===== src/design/circular_deque_assert.svh =====
// Assertion macros for the circular deque.
// CDQ_ASSERT_IMP checks that cons holds in the cycle where ante holds.
// CDQ_ASSERT_NXT checks that cons holds in the cycle after ante holds.
`ifndef CIRCULAR_DEQUE_ASSERT_SVH
`define CIRCULAR_DEQUE_ASSERT_SVH

`ifndef SYNTHESIS
`define CDQ_ASSERT_IMP(label, clk, rst_n, ante, cons) \
  label: assert property (@(posedge clk) disable iff (!rst_n) (ante) |-> (cons)) \
    else $error("circular_deque assertion failed");
`define CDQ_ASSERT_NXT(label, clk, rst_n, ante, cons) \
  label: assert property (@(posedge clk) disable iff (!rst_n) (ante) |=> (cons)) \
    else $error("circular_deque assertion failed");
`else
`define CDQ_ASSERT_IMP(label, clk, rst_n, ante, cons)
`define CDQ_ASSERT_NXT(label, clk, rst_n, ante, cons)
`endif

`endif


===== src/design/cdq_pkg.sv =====
`timescale 1ns / 1ps

package cdq_pkg;

  // Capacity of the store; must be a power of two.
  localparam int DEPTH     = 1024;
  localparam int IDX_W     = $clog2(DEPTH);
  localparam int CNT_W     = IDX_W + 1;
  localparam int VAL_W     = 32;
  localparam int OUT_CNT_W = 11;

  localparam logic [VAL_W-1:0] EMPTY_MARK = '1;

  typedef enum logic [1:0] {
    MODE_PUSH_FRONT = 2'd0,
    MODE_PUSH_BACK  = 2'd1,
    MODE_POP_FRONT  = 2'd2,
    MODE_POP_BACK   = 2'd3
  } mode_t;

  typedef enum logic [1:0] {
    ST_IDLE,
    ST_UPDATE,
    ST_READ,
    ST_EMIT
  } state_t;

  typedef struct packed {
    logic load;    // capture a new request
    logic update;  // apply the request to pointers, count and store
    logic rd;      // read the head and tail entries
  } cmd_t;

  typedef struct packed {
    logic drop;    // the captured request would be ignored
  } status_t;

endpackage


===== src/design/cdq_ctrl.sv =====
`timescale 1ns / 1ps

module cdq_ctrl
  import cdq_pkg::*;
(
  input  logic    clk,
  input  logic    rst_n,
  input  logic    start,
  input  status_t status,
  output cmd_t    cmd,
  output logic    busy,
  output logic    out_valid
);

  state_t state_r, state_nxt;

  always_ff @(posedge clk) begin
    if (!rst_n) begin
      state_r <= ST_IDLE;
    end else begin
      state_r <= state_nxt;
    end
  end

  always_comb begin
    state_nxt  = state_r;
    cmd        = '0;
    busy       = 1'b0;
    out_valid  = 1'b0;
    case (state_r)
      ST_IDLE: begin
        if (start) begin
          cmd.load  = 1'b1;
          state_nxt = ST_UPDATE;
        end
      end
      ST_UPDATE: begin
        busy       = 1'b1;
        cmd.update = 1'b1;
        // A dropped request leaves the store untouched, so the last read holds.
        state_nxt  = status.drop ? ST_EMIT : ST_READ;
      end
      ST_READ: begin
        busy      = 1'b1;
        cmd.rd    = 1'b1;
        state_nxt = ST_EMIT;
      end
      ST_EMIT: begin
        out_valid = 1'b1;
        if (start) begin
          cmd.load  = 1'b1;
          state_nxt = ST_UPDATE;
        end else begin
          state_nxt = ST_IDLE;
        end
      end
      default: begin
        state_nxt = ST_IDLE;
      end
    endcase
  end

endmodule


===== config.mk =====
export PLATFORM = sky130hd
export DESIGN_NAME = cdq_ctrl
export DESIGN_NICKNAME = d
export VERILOG_FILES = /design/src/design/circular_deque_assert.svh /design/src/design/cdq_pkg.sv /design/src/design/cdq_ctrl.sv
export SDC_FILE = /design/constraint.sdc
export NUM_CORES = 1
export LEC_CHECK = 0
export BUFFER_PORTS_ARGS = -buffer_cell sky130_fd_sc_hd__buf_2
export CORE_AREA = 8 8 45 47
export CTS_CLUSTER_SIZE = 16
export DETAILED_ROUTE_END_ITERATION = 10
export DIE_AREA = 0 0 53 55
export HOLD_SLACK_MARGIN = 0.1
export PLACE_DENSITY_LB_ADDON = 0.3
export SLEW_MARGIN = 20
export SYNTH_ARGS = -nofsm -noshare
export SYNTH_HDL_FRONTEND = slang
export SYNTH_SLANG_ARGS = --single-unit

===== constraint.sdc =====
create_clock -name clk -period 1.35 [get_ports clk]
set_input_delay 0.27 -clock clk [delete_from_list [all_inputs] [get_ports clk]]
set_output_delay 0.27 -clock clk [all_outputs]
set_load 0.02 [all_outputs]

==> impl_results.md, run 1 <==
* Power consumption at slightly above 0.7 mW
* Crit path time final at between 1 and 1.5 ns
* Status: finished, final reports clean
* Switching power at between 0.2 and 0.3 mW
* GRT Overall Usage at roughly 3.8%
* Max reg flops at 2
* Ports at 9
* I/O Buffers at 8
* Final #Nets at 44
* Synth cell types at 11
* Biggest register: state_r
* Worst EP required at around 1.1 ns
* Share of cells above drive strength 1 at between 60% and 70%
* Vias in the first global route at approximately 180
* DRT Pass-1 Iters at 2
* ANT nets after route at 0
* Post-Syn Area at 180 µm²
* Cell family with the largest share of critical-path delay: flip-flops
* Flops & latches, synth at 2
* Warnings, synthesis at 0
* Crit-path slowest cell: dfxtp_2
* RSZ-0062 raised after global routing: yes
* Final Hold Vio Count at 0
* Worst rel slew slack at about nine tenths
* H-tree levels at 1
* Max VDD drop at 1.04 mV
* Sequential cell fraction of total power at between 10 and 15%
* Starting Density at between 10% and 20%
* Clock power share at between 10% and 20%
* Worst-Margin Slew at 0.141 ns
* CORE AREA at 1380 µm²
* DRT iter0 DRCs at 1
* Sink Count at 2
* Clk_lat worst skew at 0.22 ns
* Seq/Total Area, Yosys at ~22%
* Clk buf depth at 2
* Max-slew violation count at 0
* Ant diodes at 0
* Non-filler instance count after layout at between 40 and 50
* P_int at around 0.42 mW
* CTS tree: yes
* Fin area at roughly 310 µm²
* Crit-path cells: inv_2, ha_4, nor2b_4, buf_6
* Clock Skews at roughly 0.0026 ns
* Maximum number of pins on one net before global-route repair at 6
* Startpoint Class: flip-flop
* Cts-stage hold buffer count at 0
* Wire per inst at between 9 and 10 µm
* Power Dens Cells at roughly 2300 nW/µm²
* Logic pwr share at between 60% and 70%
* Via density at about 3.5
* Die W at 53 µm
* Synthesized netlist cell count at 20
* Period utilization at 99.2%
* Crit-path max FO at 3
* CP max stage delay at approximately 0.32 ns
* Final HPWL DP at ~350 µm
* Cell Rows at 14
* First-pass GRT wire length at ~760 µm
* Worst Setup End Kind: primary output
* Switch share at 41.6%
* MaxCap Viol Count at 0
* RePlAce Congestion at 0.640
* Commonest non-fill, non-tap cells in the layout: buf_2 (5), buf_4 (4), ha_1 (3), clkbuf_4 (3)
* Buf+Inv Stages, Crit Path at 2
* Leakage power at ~0.16 nW
* Clk slew on worst S/H paths at around 0.03 ns
* Tightest hold margin at approximately 0.28 ns
* CTS root buf: clkbuf_4
* Total die area at 2920 µm²
* Worst hold path class: primary input to flip-flop
* WS Path Type: flip-flop to primary output
* Syn Nets at 29
* TritonCTS Buffers at 3
* FF-to-FF setup slack at between 0.15 and 0.2 ns
* Inst Count DP at between 40 and 50
* Commonest non-fill, non-tap cell in the layout: buf_2
* Grt total ovfl at 0
* Syn Area/Cell at 9.01 µm²
* Placed Area at around 260 µm²
* WP data arrival at ~1.1 ns
* Final Setup Violations at 0
* Initial antenna violation count at 0
* FMAX at between 700 and 800 MHz
* Remaining DRCs at 0
* Vias after detailed routing at between 150 and 200
* Multi-input logic area at roughly 160 µm²
* Fillers at around 150
* Pre-CTS setup slack at 0.0731 ns
* Area Overhead vs Synth at 74.3%
* Die extent in y at 55 µm
* Drt total wl at between 400 and 500 µm
* Top flop regs: state_r (2)
* Final setup margin at around 0.010 ns
* Register Area at ~43 µm²
-- per-stage QoR --
stage	setup TNS, ns	util, %
final	0	22.7
after CTS	-0.00361	22.3
after global placement	0	19.0
after floorplan	0	-
after global routing	-0.0305	22.7
after detailed placement	0	19.0
-- path summary, 6_finish.rpt --
kind,startpoint,end,cells after the start
worst max-delay path,state_r[0]$_SDFFE_PN0P_,cmd[2],4
worst min-delay path,rst_n,state_r[1]$_SDFFE_PN0P_,2
worst max register to register,state_r[0]$_SDFFE_PN0P_,state_r[0]$_SDFFE_PN0P_,5
worst min register to register,state_r[1]$_SDFFE_PN0P_,state_r[1]$_SDFFE_PN0P_,3
-- cells in the mapped netlist --
cell type	n	area (µm²)
ha_1	5	62.6
nor2b_1	3	18.8
dfxtp_1	2	40.0
inv_1	2	7.51
nor2_1	2	7.51
a211oi_2	1	12.5
and3_1	1	6.26
mux2i_1	1	10.0
nand2_1	1	3.75
nand2b_1	1	6.26
o21ai_1	1	5.00
-- metal layers --
metal	up-vias	GRT usage, %	wire length, µm
met1	73	4.08	211
li1	90	-	-
met2	8	4.10	153
met4	0	3.88	0
met3	0	3.21	77
met5	-	0	0
-- power by group through the flow --
| stage | Sequential (mW) | Clock, mW | Combinational [mW] |
|---|---|---|---|
| 3_3_place_gp | 0.0926 | 0 | 0.410 |
| 3_5_place_dp | 0.0933 | 0 | 0.406 |
| 5_1_grt | 0.102 | 0.148 | 0.539 |
| 4_1_cts | 0.101 | 0.140 | 0.483 |
| 6_report | 0.101 | 0.133 | 0.488 |
| 2_1_floorplan | 0.101 | 0 | 0.279 |
-- timing repair --
item,in CTS,in global routing
resized for setup,8,2
setup buffers,0,0
setup endpoints to repair,2,2
-- layout make-up --
type,instances,area share [%]
Multi-Input combinational cell,16,49.4
Timing Repair Buffer,10,21.1
Sequential cell,2,13.5
Clock buffer,3,7.17
Tap cell,16,6.37
Inverter,2,2.39
-- logic make-up (layout without fill, tap and decap cells) --
kind of cell / Yosys count / in the layout / share of synthesized area (%)
AOI/OAI and AO/OA: 2 / 2 / 9.72
buffers and inverters: 2 / 15 / 4.17
adders and majority gates: 5 / 5 / 34.7
and+or+nand+nor: 8 / 8 / 23.6
muxes: 1 / 1 / 5.56
DFF: 2 / 2 / 22.2
-- worst register-to-register path, cell delays in order (launching register included) --
cell	delay (ns)
dfxtp_2	0.31
buf_4	0.13
ha_2	0.18
a211oi_2	0.18
o21ai_1	0.10
and3_1	0.17
Note: power is estimated with default switching activity, not from simulation.
==> run 2, diff against run 1 <==
--- a/config.mk
+++ b/config.mk
@@ -7,6 +7,7 @@
 export LEC_CHECK = 0
 export BUFFER_PORTS_ARGS = -buffer_cell sky130_fd_sc_hd__buf_2
 export CORE_AREA = 8 8 45 47
+export CTS_BUF_LIST = sky130_fd_sc_hd__clkbuf_16
 export CTS_CLUSTER_SIZE = 16
 export DETAILED_ROUTE_END_ITERATION = 10
 export DIE_AREA = 0 0 53 55
==> run 2 against run 1 <==
  * Non-clock buffer count unchanged
  * Total power up 41%
  * Sequential share of layout area down 1.8 points
  * Utilization up 3.4 points
  * Setup slack better by 0.0057 ns
  * Final cell count unchanged
  * Die area unchanged
  * Clock power rose to 3.3 times the previous value
  * Worst hold slack better by 0.0032 ns
  * Via count up 2.3%
==> impl_results.md, run 2 (synthesis gave the netlist of run 1 again) <==
* Status: finished, final reports clean (unchanged)
* Clock Skews at 0.00204 ns (was 0.00263 ns)
* Cell family with the largest share of critical-path delay: flip-flops (unchanged)
* Leakage power at 0.182 nW (was 0.158 nW)
* Max VDD drop at 0.848 mV (was 1.04 mV)
* FMAX at 750 MHz (was 747 MHz)
* WS Path Type: flip-flop to primary output (unchanged)
* Worst Hold Path EP: state_r[1]$_SDFFE_PN0P_ (unchanged)
* GRT Overall Usage at 4.36% (was 3.76%)
* Clk_lat worst skew at 0.22 ns (about the same)
* Power Dens Cells at 2820 nW/µm² (was 2300 nW/µm²)
* I/O Buffers at 8 (unchanged)
* Final setup margin at 0.0162 ns (was 0.0104 ns)
* Worst Setup End Kind: primary output (unchanged)
* Max reg flops at 2 (unchanged)
* Crit-path max FO at 3 (unchanged)
* Crit path time final at 1.33 ns (was 1.34 ns)
* Placed Area at 263 µm² (unchanged)
* ANT nets after route at 0 (unchanged)
* DRT iter0 DRCs at 2 (was 1)
* Via density at 3.57 (was 3.49)
* Pre-CTS setup slack at 0.0731 ns (unchanged)
* Vias after detailed routing at 175 (was 171)
* Crit-path cells: inv_2, ha_4, nor2b_4, buf_6 (unchanged)
* Initial antenna violation count at 0 (unchanged)
* Remaining DRCs at 0 (unchanged)
* Total die area at 2920 µm² (unchanged)
* Non-filler instance count after layout at 49 (unchanged)
* Ports at 9 (unchanged)
* RR Endpoint: state_r[0]$_SDFFE_PN0P_ (unchanged)
* Drt total wl at 469 µm (was 442 µm)
* Worst-Margin Slew at 0.140 ns (was 0.141 ns)
* DRT Pass-1 Iters at 2 (unchanged)
* Share of cells above drive strength 1 at 60.6% (was 63.6%)
* Buf+Inv Stages, Crit Path at 2 (unchanged)
* RSZ-0062 raised after global routing: yes (unchanged)
* Inst Count DP at 46 (unchanged)
* Fin area at 362 µm² (was 314 µm²)
* Startpoint Class: flip-flop (unchanged)
* Die W at 53 µm (unchanged)
* Maximum number of pins on one net before global-route repair at 6 (unchanged)
* Power consumption at 1.02 mW (was 0.721 mW)
* Commonest non-fill, non-tap cell in the layout: buf_2 (unchanged)
* Clk buf depth at 2 (unchanged)
* WP data arrival at 1.06 ns (was 1.07 ns)
* CTS root buf: clkbuf_16 (was clkbuf_4)
* MaxCap Viol Count at 0 (unchanged)
* R2r startpoint: state_r[0]$_SDFFE_PN0P_ (unchanged)
* CTS tree: yes (unchanged)
* Clk slew on worst S/H paths at 0.03 ns (about the same)
* Biggest register: state_r (unchanged)
* # Post-CTS Setup Buffers at 0 (unchanged)
* Die extent in y at 55 µm (unchanged)
* FF-to-FF setup slack at 0.13 ns (was 0.16 ns)
* Worst hold path class: primary input to flip-flop (unchanged)
* Worst EP required at 1.08 ns (about the same)
* Worst hold path depth at 2 (unchanged)
* Max-slew violation count at 0 (unchanged)
* Worst rel slew slack at 90.4% (about the same)
* H-tree levels at 1 (unchanged)
* Hold path start: rst_n (unchanged)
* Area Overhead vs Synth at 101% (was 74.3%)
* Top flop regs: state_r (2) (unchanged)
* Sink Count at 2 (unchanged)
* Period utilization at 98.8% (was 99.2%)
* RePlAce Congestion at 0.640 (unchanged)
* Register-to-Register Path Depth at 5 (unchanged)
* Final #Nets at 44 (unchanged)
* Wire per inst at 9.57 µm (was 9.02 µm)
* Crit-path slowest cell: dfxtp_2 (unchanged)
* CP max stage delay at 0.32 ns (about the same)
* First-pass GRT wire length at 779 µm (was 759 µm)
* Grt total ovfl at 0 (unchanged)
* Ant diodes at 0 (unchanged)
* Cell Rows at 14 (unchanged)
* Starting Density at 13.0% (unchanged)
* CORE AREA at 1380 µm² (unchanged)
* TritonCTS Buffers at 3 (unchanged)
* Final HPWL DP at 348 µm (unchanged)
* Final Hold Vio Count at 0 (unchanged)
* Commonest non-fill, non-tap cells in the layout: buf_2 (6), ha_1 (4), clkbuf_16 (3), buf_4 (3) (was buf_2 (5), buf_4 (4), ha_1 (3), clkbuf_4 (3))
* Vias in the first global route at 179 (was 178)
* Final Setup Violations at 0 (unchanged)
==> run 2: cell counts in the layout (fill, tap and decap cells not counted) <==
Identical to the previous run, type by type.
==> run 2: metal layers <==
layer | vias up | GRT usage (%) | share of wire (%)
met5 | - | 0 | 0
met4 | 0 | 6.47 | 1.7
met3 | 2 | 4.81 | 16
met2 | 8 | 4.10 | 33
met1 | 75 | 3.93 | 49
li1 | 90 | - | -
==> run 2: per-stage QoR <==
stage,TNS [ns],hold WS [ns],utilization [%]
2_1_floorplan,0,0.398,-
3_3_place_gp,0,0.511,19.0
3_5_place_dp,0,0.504,19.0
4_1_cts,0,0.278,25.9
5_1_grt,-0.0224,0.293,26.1
6_report,0,0.279,26.1
==> run 2: cell type report <==
type	instances	area [µm²]
flip-flops and latches	2	42.5
well taps	16	20.0
repair buffers	10	63.8
clock buffers	3	75.1
multi-input cells	16	153
inverters	2	7.51
fillers	146	1020
==> run 2: power breakdown <==
part,internal (mW),switching (mW),leakage (nW)
registers,0.0868,0.0139,0.0172
clock network,0.377,0.0662,0.0370
logic,0.228,0.248,0.128
==> run 2: how the worst max path moves through the flow <==
stage	startpoint	to	slack (ns)	cells after the start
final	state_r[1]$_SDFFE_PN0P_	cmd[2]	0.02	4
after global routing	state_r[1]$_SDFFE_PN0P_	cmd[2]	-0.02	4
after CTS	state_r[1]$_SDFFE_PN0P_	busy	0.003	3
after detailed placement	state_r[0]$_SDFFE_PN0P_	cmd[2]	0.07	4
after global placement	state_r[0]$_SDFFE_PN0P_	cmd[2]	0.06	4
after floorplan	state_r[0]$_SDFFE_PN0P_	cmd[2]	0.03	3
==> run 2: what timing repair did <==
item,CTS,global route
pin swaps,0,1
resized for setup,6,3
setup endpoints to repair,2,2
hold buffers,0,0
==> run 3, diff against run 2 <==
--- a/config.mk
+++ b/config.mk
@@ -13,6 +13,7 @@
 export DIE_AREA = 0 0 53 55
 export HOLD_SLACK_MARGIN = 0.1
 export PLACE_DENSITY_LB_ADDON = 0.3
+export SETUP_SLACK_MARGIN = 0.02
 export SLEW_MARGIN = 20
 export SYNTH_ARGS = -nofsm -noshare
 export SYNTH_HDL_FRONTEND = slang
==> run 3 against run 2 <==
  * Setup slack unchanged
  * Combinational power increased by 3%
  * Final cell count unchanged
  * Total power increased by 1.2%
  * Register-to-register slack about the same
  * Clock-buffer cell count unchanged
  * Non-clock buffer count unchanged
  * Largest power group unchanged
==> impl_results.md, run 3 (synthesis gave the netlist of run 1 again) <==
* DRT Pass-1 Iters at 2 (unchanged)
* Status: finished, final reports clean (unchanged)
* Worst EP required at 1.08 ns (about the same)
* Crit-path cells: inv_2, ha_4, nor2b_4, buf_6 (unchanged)
* Initial antenna violation count at 0 (unchanged)
* Final HPWL DP at 348 µm (unchanged)
* RePlAce Congestion at 0.640 (unchanged)
* WS Path Type: flip-flop to primary output (unchanged)
* Share of cells above drive strength 1 at 63.6% (was 60.6%)
* Period utilization at 98.8% (unchanged)
* Final Setup Violations at 0 (unchanged)
* Buf+Inv Stages, Crit Path at 2 (unchanged)
* Die W at 53 µm (unchanged)
* Power consumption at 1.03 mW (was 1.02 mW)
* Crit path time final at 1.33 ns (unchanged)
* Worst rel slew slack at 90.4% (unchanged)
* Startpoint Class: flip-flop (unchanged)
* Vias in the first global route at 179 (unchanged)
* Remaining DRCs at 0 (unchanged)
* TritonCTS Buffers at 3 (unchanged)
* Cell Rows at 14 (unchanged)
* FF-to-FF setup slack at 0.13 ns (about the same)
* H-tree levels at 1 (unchanged)
* Wire per inst at 9.55 µm (was 9.57 µm)
* Max-slew violation count at 0 (unchanged)
* ANT nets after route at 0 (unchanged)
* CTS root buf: clkbuf_16 (unchanged)
* Sequential cell fraction of total power at 9.8% (was 9.9%)
* Clock power share at 42.9% (was 43.4%)
* Clock Skews at 0.00204 ns (unchanged)
* Tightest hold margin at 0.279 ns (unchanged)
* Vias after detailed routing at 175 (unchanged)
* Top flop regs: state_r (2) (unchanged)
* Logic pwr share at 47.3% (was 46.7%)
* Sink Count at 2 (unchanged)
* Crit-path slowest cell: dfxtp_2 (unchanged)
* Max reg flops at 2 (unchanged)
* Crit-path max FO at 3 (unchanged)
* Total die area at 2920 µm² (unchanged)
* RSZ-0062 raised after global routing: yes (unchanged)
* CORE AREA at 1380 µm² (unchanged)
* Worst Setup End Kind: primary output (unchanged)
* Worst-Margin Slew at 0.140 ns (unchanged)
* Maximum number of pins on one net before global-route repair at 6 (unchanged)
* Grt total ovfl at 0 (unchanged)
* I/O Buffers at 8 (unchanged)
* Final #Nets at 44 (unchanged)
* Commonest non-fill, non-tap cells in the layout: buf_4 (5), buf_2 (4), ha_1 (3), clkbuf_16 (3) (was buf_2 (6), ha_1 (4), clkbuf_16 (3), buf_4 (3))
* Switching power at 0.330 mW (was 0.328 mW)
* GRT Overall Usage at 4.36% (unchanged)
* Max VDD drop at 0.862 mV (was 0.848 mV)
* Via density at 3.57 (unchanged)
* FMAX at 750 MHz (unchanged)
* Clk_lat worst skew at 0.22 ns (about the same)
* Worst hold path class: primary input to flip-flop (unchanged)
* Cell family with the largest share of critical-path delay: flip-flops (unchanged)
* Die extent in y at 55 µm (unchanged)
* P_int at 0.702 mW (was 0.692 mW)
* Biggest register: state_r (unchanged)
* Power Dens Cells at 2800 nW/µm² (was 2820 nW/µm²)
* DRT iter0 DRCs at 2 (unchanged)
* Area Overhead vs Synth at 105% (was 101%)
* Ports at 9 (unchanged)
* Switch share at 32.0% (was 32.2%)
* Clk slew on worst S/H paths at 0.03 ns (about the same)
* CTS tree: yes (unchanged)
* CP max stage delay at 0.32 ns (about the same)
* Final Hold Vio Count at 0 (unchanged)
* Commonest non-fill, non-tap cell in the layout: buf_4 (was buf_2)
* Starting Density at 13.0% (unchanged)
* Drt total wl at 468 µm (was 469 µm)
* Cts-stage hold buffer count at 0 (unchanged)
* MaxCap Viol Count at 0 (unchanged)
* Ant diodes at 0 (unchanged)
* Leakage power at 0.180 nW (was 0.182 nW)
* First-pass GRT wire length at 779 µm (unchanged)
* Clk buf depth at 2 (unchanged)
* WP data arrival at 1.06 ns (about the same)
* Final core utilization at 26.7% (was 26.1%)
-- run 3: cell counts in the layout (fill, tap and decap cells not counted) --
Identical to the previous run, type by type.
-- run 3: through the flow --
step	std cells	TNS [ns]	cell area, µm²	setup WS [ns]
2_1_floorplan	20	0	188	0.0308
3_3_place_gp	46	0	263	0.0637
3_5_place_dp	46	0	263	0.0731
4_1_cts	49	0	360	0.00744
5_1_grt	49	-0.0224	369	-0.0224
6_report	49	0	369	0.0162
-- run 3: final timing paths --
kind / start / cells past startpoint / end
worst max-delay path: state_r[1]$_SDFFE_PN0P_ / 4 / cmd[2]
worst min-delay path: rst_n / 2 / state_r[1]$_SDFFE_PN0P_
worst max register to register: state_r[0]$_SDFFE_PN0P_ / 5 / state_r[0]$_SDFFE_PN0P_
worst min register to register: state_r[1]$_SDFFE_PN0P_ / 3 / state_r[1]$_SDFFE_PN0P_
-- run 3: power by group through the flow --
stage / registers [mW] / logic [mW] / clock network [mW]
global placement: 0.0926 / 0.410 / 0
finish: 0.101 / 0.489 / 0.443
global route: 0.102 / 0.540 / 0.460
floorplan: 0.101 / 0.279 / 0
CTS: 0.0985 / 0.483 / 0.451
detailed placement: 0.0933 / 0.406 / 0
-- run 3: layer usage --
metal	vias up	part of all wire, %	global-route usage, %
li1	90	-	-
met4	0	1.7	6.47
met3	2	16	4.81
met1	75	49	3.93
met5	-	0	0
met2	8	34	4.10
-- run 3: final cells by class --
type | count | area (µm²)
Sequential cell | 2 | 42.5
Fill cell | 143 | 1010
Timing Repair Buffer | 10 | 68.8
Tap cell | 16 | 20.0
Inverter | 2 | 7.51
Multi-Input combinational cell | 16 | 155
Clock buffer | 3 | 75.1
-- run 3: what timing repair did --
item / CTS / global route
setup endpoints to repair: 2 / 4
buffers inserted: 0 / 0
cloned: 0 / 0
pin swaps: 0 / 1
resized for setup: 7 / 4
